**src/rtl/core/rfc_pkg.sv**
```systemverilog
// Shared types and constants of the report frame checker.
// Holds the status and report kind codes, frame layout constants and the queue entry type.
// No dependencies.
package rfc_pkg;

    // Field widths of the stream words.
    localparam int DATA_W      = 8;
    localparam int IDX_W       = 9;
    localparam int LEN_W       = 16;
    localparam int OUT_TDATA_W = 48;

    // Queue between the classifier and the output stage.
    localparam int QUEUE_DEPTH = 4;
    localparam int QPTR_W      = $clog2(QUEUE_DEPTH);
    localparam int QCNT_W      = $clog2(QUEUE_DEPTH + 1);

    // Frame layout.
    localparam logic [LEN_W-1:0]  HDR_BYTES   = 16'd7;
    localparam logic [LEN_W-1:0]  MIN_FRAME   = 16'd8;
    localparam logic [LEN_W-1:0]  POS_MAX     = 16'hFFFF;
    localparam logic [DATA_W-1:0] TYPE_MASK   = 8'hC0;
    localparam logic [DATA_W-1:0] TYPE_REPORT = 8'h80;
    localparam logic [DATA_W-1:0] FN_BOX      = 8'h72;
    localparam logic [DATA_W-1:0] FN_KEYPTS   = 8'h78;
    localparam logic [DATA_W-1:0] FN_TEXT     = 8'h73;

    // Final frame verdict.
    typedef enum logic [2:0] {
        ST_OK           = 3'd0,
        ST_TOO_SHORT    = 3'd1,
        ST_BAD_HEADER   = 3'd2,
        ST_TRUNCATED    = 3'd3,
        ST_BAD_CHECKSUM = 3'd4
    } t_status;

    // Report kind derived from control and function bytes.
    typedef enum logic [1:0] {
        KIND_BOX       = 2'd0,
        KIND_KEYPOINTS = 2'd1,
        KIND_TEXT      = 2'd2,
        KIND_IGNORED   = 2'd3
    } t_kind;

    // One queue entry: the results caused by one input word.
    typedef struct packed {
        logic              pay_valid;
        logic [DATA_W-1:0] pay_byte;
        logic [IDX_W-1:0]  pay_index;
        logic              stat_valid;
        t_status           code;
        t_kind             kind;
        logic [DATA_W-1:0] fn;
        logic [LEN_W-1:0]  len;
    } t_entry;

endpackage

```
**src/rtl/core/rfc_front.sv**
```systemverilog
// Front part of the report frame checker: parses each accepted byte and builds queue entries.
// Tracks the byte position, length, checksum and header state of the current frame.
// Depends on rfc_pkg.
module rfc_front
    import rfc_pkg::*;
#(
    parameter int MAX_PAYLOAD_BYTES = 512
) (
    input  logic              i_clk,
    input  logic              i_rst_n,
    input  logic              i_accept,
    input  logic [DATA_W-1:0] i_byte,
    input  logic              i_end,
    input  logic [DATA_W-1:0] i_header_first,
    input  logic [DATA_W-1:0] i_header_second,
    output logic              o_push,
    output t_entry            o_entry
);

    // Header field positions within the frame.
    localparam logic [2:0] POS_LEN_HI = 3'd2;
    localparam logic [2:0] POS_LEN_LO = 3'd3;
    localparam logic [2:0] POS_CTRL   = 3'd4;
    localparam logic [2:0] POS_FUNC   = 3'd5;

    logic [LEN_W-1:0]  r_pos, n_pos;
    logic [LEN_W-1:0]  r_len, n_len;
    logic [DATA_W-1:0] r_xor, n_xor;
    logic [DATA_W-1:0] r_ctrl, n_ctrl;
    logic [DATA_W-1:0] r_fn, n_fn;
    logic              r_hdr_bad, n_hdr_bad;
    logic              r_ck_bad, n_ck_bad;
    logic              r_ck_seen, n_ck_seen;

    logic [LEN_W:0]    csum_pos;
    logic [LEN_W:0]    pos_ext;
    logic [LEN_W:0]    frame_need;
    logic [LEN_W-1:0]  pay_idx;
    t_entry            entry;

    // Per-byte parsing and end-of-buffer verdict.
    always_comb begin
        n_pos      = r_pos;
        n_len      = r_len;
        n_xor      = r_xor;
        n_ctrl     = r_ctrl;
        n_fn       = r_fn;
        n_hdr_bad  = r_hdr_bad;
        n_ck_bad   = r_ck_bad;
        n_ck_seen  = r_ck_seen;
        entry      = '0;
        entry.code = ST_OK;
        entry.kind = KIND_BOX;
        csum_pos   = {1'b0, r_len} + {1'b0, HDR_BYTES};
        pos_ext    = {1'b0, r_pos};
        pay_idx    = r_pos - HDR_BYTES;
        frame_need = '0;

        if (i_accept) begin
            // A saturated counter ignores everything but the end mark.
            if (r_pos != POS_MAX) begin
                if (r_pos == '0) begin
                    if (i_byte != i_header_first) begin
                        n_hdr_bad = 1'b1;
                    end
                end else if (r_pos == 16'd1) begin
                    if (i_byte != i_header_second) begin
                        n_hdr_bad = 1'b1;
                    end
                end else if (r_pos < HDR_BYTES) begin
                    n_xor = r_xor ^ i_byte;
                    case (r_pos[2:0])
                        POS_LEN_HI: n_len  = {i_byte, r_len[7:0]};
                        POS_LEN_LO: n_len  = {r_len[15:8], i_byte};
                        POS_CTRL:   n_ctrl = i_byte;
                        POS_FUNC:   n_fn   = i_byte;
                        default: ;
                    endcase
                end else if (pos_ext < csum_pos) begin
                    // Payload byte: always enters the checksum, emitted while in range.
                    n_xor = r_xor ^ i_byte;
                    if ({1'b0, pay_idx} < (LEN_W+1)'(MAX_PAYLOAD_BYTES)) begin
                        entry.pay_valid = 1'b1;
                        entry.pay_byte  = i_byte;
                        entry.pay_index = pay_idx[IDX_W-1:0];
                    end
                end else if (pos_ext == csum_pos && !r_ck_seen) begin
                    n_ck_seen = 1'b1;
                    n_ck_bad  = (i_byte != r_xor);
                end
                n_pos = r_pos + 16'd1;
            end

            if (i_end) begin
                frame_need = {1'b0, n_len} + {1'b0, MIN_FRAME};
                if (n_pos < MIN_FRAME) begin
                    entry.code = ST_TOO_SHORT;
                end else if (n_hdr_bad) begin
                    entry.code = ST_BAD_HEADER;
                end else if ({1'b0, n_pos} < frame_need || !n_ck_seen) begin
                    entry.code = ST_TRUNCATED;
                end else if (n_ck_bad) begin
                    entry.code = ST_BAD_CHECKSUM;
                end else begin
                    entry.code = ST_OK;
                end

                entry.kind = KIND_IGNORED;
                if (entry.code == ST_OK && (n_ctrl & TYPE_MASK) == TYPE_REPORT) begin
                    if (n_fn == FN_BOX) begin
                        entry.kind = KIND_BOX;
                    end else if (n_fn == FN_KEYPTS) begin
                        entry.kind = KIND_KEYPOINTS;
                    end else if (n_fn == FN_TEXT) begin
                        entry.kind = KIND_TEXT;
                    end
                end
                entry.stat_valid = 1'b1;
                entry.fn         = n_fn;
                entry.len        = n_len;

                // Start over for the next buffer.
                n_pos     = '0;
                n_len     = '0;
                n_xor     = '0;
                n_ctrl    = '0;
                n_fn      = '0;
                n_hdr_bad = 1'b0;
                n_ck_bad  = 1'b0;
                n_ck_seen = 1'b0;
            end
        end
    end

    assign o_push  = entry.pay_valid | entry.stat_valid;
    assign o_entry = entry;

    // Frame state registers.
    always_ff @(posedge i_clk) begin
        if (!i_rst_n) begin
            r_pos     <= '0;
            r_len     <= '0;
            r_xor     <= '0;
            r_ctrl    <= '0;
            r_fn      <= '0;
            r_hdr_bad <= 1'b0;
            r_ck_bad  <= 1'b0;
            r_ck_seen <= 1'b0;
        end else begin
            r_pos     <= n_pos;
            r_len     <= n_len;
            r_xor     <= n_xor;
            r_ctrl    <= n_ctrl;
            r_fn      <= n_fn;
            r_hdr_bad <= n_hdr_bad;
            r_ck_bad  <= n_ck_bad;
            r_ck_seen <= n_ck_seen;
        end
    end

endmodule

```
**config.mk**
```make
export PLATFORM = sky130hd
export DESIGN_NAME = rfc_front
export DESIGN_NICKNAME = d
export VERILOG_FILES = /design/src/rtl/core/rfc_pkg.sv /design/src/rtl/core/rfc_front.sv
export SDC_FILE = /design/constraint.sdc
export NUM_CORES = 1
export LEC_CHECK = 0
export BUFFER_PORTS_ARGS = -buffer_cell sky130_fd_sc_hd__clkbuf_2
export CAP_MARGIN = 10
export CORE_UTILIZATION = 30
export DETAILED_ROUTE_END_ITERATION = 7
export SYNTH_ARGS = -nofsm -noshare
export SYNTH_HDL_FRONTEND = slang
export SYNTH_SLANG_ARGS = --single-unit
```
**constraint.sdc**
```tcl
create_clock -name i_clk -period 8.2 [get_ports i_clk]
set_input_delay 0.82 -clock i_clk [delete_from_list [all_inputs] [get_ports i_clk]]
set_output_delay 0.82 -clock i_clk [all_outputs]
set_load 0.02 [all_outputs]
```
# Word-level counts from Yosys, hierarchy flattened
# Cells that the tools add are included.
[totals]
mem_bits_ro = 0
out_inout_bits = 49
n_memories = 0
register_bits = 53
latch_bits = 0
mem_bits_rw = 0
[classes]
muxes = 71
shift = 0
n_lt_le_gt_ge = 5
n_addsub = 4
div = 0
mul = 0
n_eq_ne = 16
bitwise = 2
n_reduce_logical = 10
[ops]
columns = ["operator", "count"]
rows = [
  ["8-bit two-way mux", 20],
  ["16-bit two-way mux", 9],
  ["18-bit two-way mux", 6],
  ["48-bit two-way mux", 1],
  ["16-bit by 17-bit < comparator with 1-bit output", 2],
  ["16-bit one-hot mux with 2 select lines", 1],
  ["30-bit two-way mux", 1],
  ["8-bit by 7-bit == test with 1-bit output (second input constant)", 3],
  ["1-bit two-way mux", 24],
  ["8-bit != test", 3],
  ["3-bit two-way mux", 6],
  ["16-bit by 3-bit adder with 17-bit output (second input constant)", 1],
  ["16-bit by 4-bit adder with 17-bit output (second input constant)", 1],
  ["16-bit by 17-bit == test with 1-bit output", 1],
  ["16-bit by 1-bit adder with 16-bit output (second input constant)", 1],
  ["16-bit by 1-bit == test with 1-bit output (second input constant)", 1],
  ["16-bit zero test", 1],
  ["16-bit by 10-bit < comparator with 1-bit output (second input constant)", 1],
  ["16-bit by 3-bit < comparator with 1-bit output (second input constant)", 1],
  ["16-bit by 4-bit < comparator with 1-bit output (second input constant)", 1],
  ["16-bit != test (second input constant)", 1],
  ["16-bit by 3-bit subtractor with 16-bit output (second input constant)", 1],
  ["8-bit XOR", 1],
  ["3-bit by 2-bit == test with 1-bit output (second input constant)", 2],
  ["12 further kinds", 18],
]

# Depth between registers and ports, before layout
[logic_depth]
ltp_word = 23
mapped_depth = 22

# Worst setup path before layout
# No wires, ideal clock.
[synth_timing]
path_type = "register -> output"
start = "register r_pos[0]"
end = "output port o_entry[24] (netlist bit)"
slack_ns = 3.110
t_required_ns = 7.380
path_stages_with_launch = 21
arrival_ns = 4.270
path_cell_list = "dfxtp_1 > clkbuf_1 > inv_1 > ha_1 > nor4b_1 > and4_1 > and3_1 > buf_2 > a22oi_1 > or3b_4 > nand2b_1 > xor2_1 > ha_1 > a21o_1 > a31oi_1 > nand3_1 > a2111oi_0 > o31ai_2 > o311ai_4 > nor3_2 > a31oi_1"
[synth_rtl]
columns = ["element", "line", "text"]
rows = [
  ["start: declaration", "rfc_front.sv:26", "logic [LEN_W-1:0] r_pos, n_pos;"],
  ["start signal: assignment", "rfc_front.sv:150", "r_pos <= n_pos;"],
  ["end: declaration", "rfc_front.sv:17", "output t_entry o_entry"],
]

==> impl_metrics.py <==
metrics = {
    "status": {
        "status": "finished, final reports clean",
    },
    "routing": {
        "drtAntennaViolNets": 0,
        "drt_first_pass_iters": 5,
        "routed_wl_microns": 18900,
        "vias": 5550,
        "wl_per_cell_microns": 19.0,
        "drt-initial-drc-count": 561,
        "via_per_inst": 5.59,
        "remaining_drc_errors": 0,
    },
    "global_routing": {
        "grt_use_total": 0.211,
        "antenna_found_initial": 0,
        "grt_pass1_vias": 5123,
        "grt_start_max_net_pins": 53,
        "grt-ovfl-total": 0,
        "grt_pass1_wl_microns": 29400,
    },
    "finish": {
        "fin_util": 0.345,
        "antennaDiodeCount": 0,
        "syn2layout_area_growth_pct": 11.7,
        "layout.cells.non_filler": 993,
        "seqCellArea_sq_um": 1060,
        "multiInputGateArea_sq_um": 3950,
        "drive_gt1_frac": 0.141,
        "layout.nets": 834,
        "fill_cells": 1861,
    },
    "clock_tree": {
        "clockBufferDepth": 2,
        "cts_tree": "yes",
        "post_cts_buffers": 0,
        "cts_hold_buffers": 0,
        "clkLatencyLatePin_ns": 0.32,
        "clk_pin_slew_ns": 0.07,
        "ctsResizeCount": 0,
        "numClockSinks": 53,
        "ctsHtreeMaxLevel": 2,
        "root_buffer": "clkbuf_16",
        "cts_buffers": 5,
    },
    "setup_path": {
        "crit_path_top_delay_cell": "a2111oi_0",
        "r2r_cells": 13,
        "r2r_slack_ns": 4.05,
        "r2r-end": "r_xor[6]$_SDFFE_PN0P_",
        "critPathMaxFanout": 15,
        "reg2reg_from": "r_len[3]$_SDFFE_PN0P_",
        "worstSetupEndpointType": "primary output",
        "critPathLaunchType": "flop",
        "setup.worst_path.class": "flop to primary output",
        "crit_chain": "inv_1 > ha_1 > a2111oi_0 > nand3_1 > a22oi_1 > or3b_4 > nand2b_1 > xor2_1 > ha_1 > a21o_1 > a31oi_1 > nand3_1 > a2111oi_0 > o31ai_2 > o311ai_4 > nor3_2 > a31oi_1 > clkbuf_2",
        "crit_arrival_ns": 5.80,
        "crit_required_ns": 7.38,
        "worst_path_largest_cell_delay_ns": 0.76,
    },
    "yosys": {
        "yosysWarnings": 0,
        "synth_top_area_share": 0.198,
        "avgSynthCellArea_sq_um": 7.37,
        "yosys.area.top_type": "dfxtp_1",
        "syn-num-nets": 794,
        "synth_cell_type_count": 72,
        "yosysSeqAreaShare": 0.198,
        "ys_seq_elements": 53,
        "async_flop_share": 0,
        "syn_area_sq_um": 5370,
        "syn_inst": 728,
        "ys.flop_type": "dfxtp_1",
        "ys_top_cells_by_area": "dfxtp_1, ha_1, xnor2_1",
        "synth_edf_count": 0,
    },
    "sta": {
        "tns_ns": 0,
        "fin_ws_ns": 1.58,
        "relSlewSlack": 0.303,
        "finalCritPeriodShare": 0.807,
        "final_max_slew_viol_count": 0,
        "clock_skew_ns": 0.0114,
        "final_hold_viol_count": 0,
        "rsz0062_at_grt": "no",
        "worstMarginPinSlew_ns": 1.04,
        "final.min_clock_period_ns": 6.62,
        "max_freq_ghz": 0.151,
        "setup_viol": 0,
    },
    "die": {
        "initial_core_util": 0.309,
        "fp.dieH_microns": 136,
        "die_area_sq_um": 18400,
        "fp.dieW_microns": 136,
        "coreArea_sq_um": 17400,
        "rows": 48,
        "ioPinCount": 77,
    },
    "placement": {
        "port_buffers": 76,
        "routabilityCongestion": 0.995,
        "post-place-ws_ns": 2.19,
        "dp_hpwl_microns": 14300,
        "dp.cells": 986,
    },
    "power": {
        "ir_drop_mv": 0.0694,
        "power_leakage_nw": 2.51,
        "p_per_area_nw_per_um2": 93.7,
    },
    "min_path": {
        "hold_depth": 1,
        "hold_path_class": "flop to flop",
        "worstHoldStart": "r_xor[6]$_SDFFE_PN0P_",
        "hold_end": "r_xor[6]$_SDFFE_PN0P_",
    },
    "job": {
        "maxCapViolations": 0,
    },
}
[critical path: cells and delay by family, from the launching register on]
kind,cells,cell delay [ns]
DFF,1,0.67
xor gates and xnor gates,1,0.17
and+or+nand+nor,5,0.96
adders and majority gates,2,0.61
AOI/OAI and AO/OA,8,2.60
buffers and inverters,2,0.47
[cells in the mapped netlist (13+ instances only)]
master and count:
xor2_1 24, o21ai_0 26, nor3_1 17, and2_1 35, clkbuf_1 31, nand2_1 66
xnor2_1 43, nand3_1 18, nor2b_1 23, ha_1 38, a21o_1 13, dfxtp_1 53
a21oi_1 42, inv_1 44, nor2_1 62, a22oi_1 22, nand4_1 21, a31oi_1 14
o22ai_1 17
[per-layer routing]
metal  GRT usage  vias to the layer above  share of wire
li1            -                     2672              -
met1       0.283                     2621           0.45
met2       0.338                      231           0.45
met3      0.0344                       26          0.068
met4      0.0743                        0          0.026
met5           0                        -              0
[metrics by stage]
| step | hold WS, ns | total power, W | cell area, sq um |
|---|---|---|---|
| 2_1_floorplan | 0.445 | 0.000314 | 5370 |
| 3_3_place_gp | 0.461 | 0.000340 | 5850 |
| 3_5_place_dp | 0.462 | 0.000341 | 5850 |
| 4_1_cts | 0.478 | 0.000565 | 5990 |
| 5_1_grt | 0.500 | 0.000580 | 5990 |
| 6_report | 0.481 | 0.000562 | 5990 |
[how the worst max path moves through the flow]
stage | start | to | slack, ns | cells past startpoint
after floorplan | r_pos[0]$_SDFFE_PN0P_ | o_entry[24] | 3.11 | 20
after global placement | r_pos[2]$_SDFFE_PN0P_ | o_entry[24] | 2.43 | 18
after detailed placement | r_pos[2]$_SDFFE_PN0P_ | o_entry[25] | 2.19 | 18
after CTS | r_pos[2]$_SDFFE_PN0P_ | o_entry[25] | 1.81 | 18
after global routing | r_pos[2]$_SDFFE_PN0P_ | o_entry[24] | 1.39 | 18
final | r_pos[2]$_SDFFE_PN0P_ | o_entry[25] | 1.58 | 18
[cell families (layout without fill, tap and decap cells)]
logic type | after synthesis | in the layout | synth area share
fa+ha+maj | 38 | 38 | 0.0886
compound gates | 176 | 176 | 0.220
xor+xnor | 67 | 67 | 0.109
buf+inv | 89 | 129 | 0.0676
flops | 53 | 53 | 0.198
simple gates | 300 | 300 | 0.307
mux | 5 | 5 | 0.00979
[cell usage in the layout (no fill, tap or decap), types with 3 or more instances in the layout]
cell type / count
nand2_1: 66
nand4_1: 21
nor3_1: 17
dfxtp_1: 53
o21ai_0: 26
a21o_1: 13
inv_1: 44
mux2i_1: 3
o21ai_1: 4
o21a_1: 3
a2111oi_0: 3
nor2b_1: 23
nand2b_1: 6
xnor2_1: 43
a32oi_1: 3
and3_1: 10
a211oi_1: 3
a31oi_1: 14
and4_1: 8
a21oi_1: 42
clkbuf_2: 76
o22ai_1: 17
nand3_1: 18
ha_1: 38
xor2_1: 24
nor3_2: 3
a22oi_1: 22
nor4_1: 7
and2_1: 35
clkbuf_16: 5
nor2_1: 62
[final cells by class]
| class | count | area share |
|---|---|---|
| clock inverters | 1 | 0.00125 |
| flip-flops and latches | 53 | 0.177 |
| inverters | 44 | 0.0276 |
| clock buffers | 6 | 0.0232 |
| repair buffers | 78 | 0.0660 |
| multi-input cells | 586 | 0.658 |
| well taps | 225 | 0.0470 |
[sequential cells by signal, indices dropped and copies added (netlist names)]
signal     flops
r_hdr_bad      1
r_ck_seen      1
r_ck_bad       1
r_xor          8
r_pos         16
r_len         16
r_fn           8
r_ctrl         2
[where the power goes]
group          leakage (nW)  total (W)  switching (W)  internal [W]
logic                  2.01  0.0000745      0.0000506     0.0000238
clock network        0.0690   0.000227       0.000106      0.000120
registers             0.427   0.000261     0.00000211      0.000259
total                  2.51   0.000562       0.000159      0.000403
Note: power is estimated with default switching activity, not from simulation.
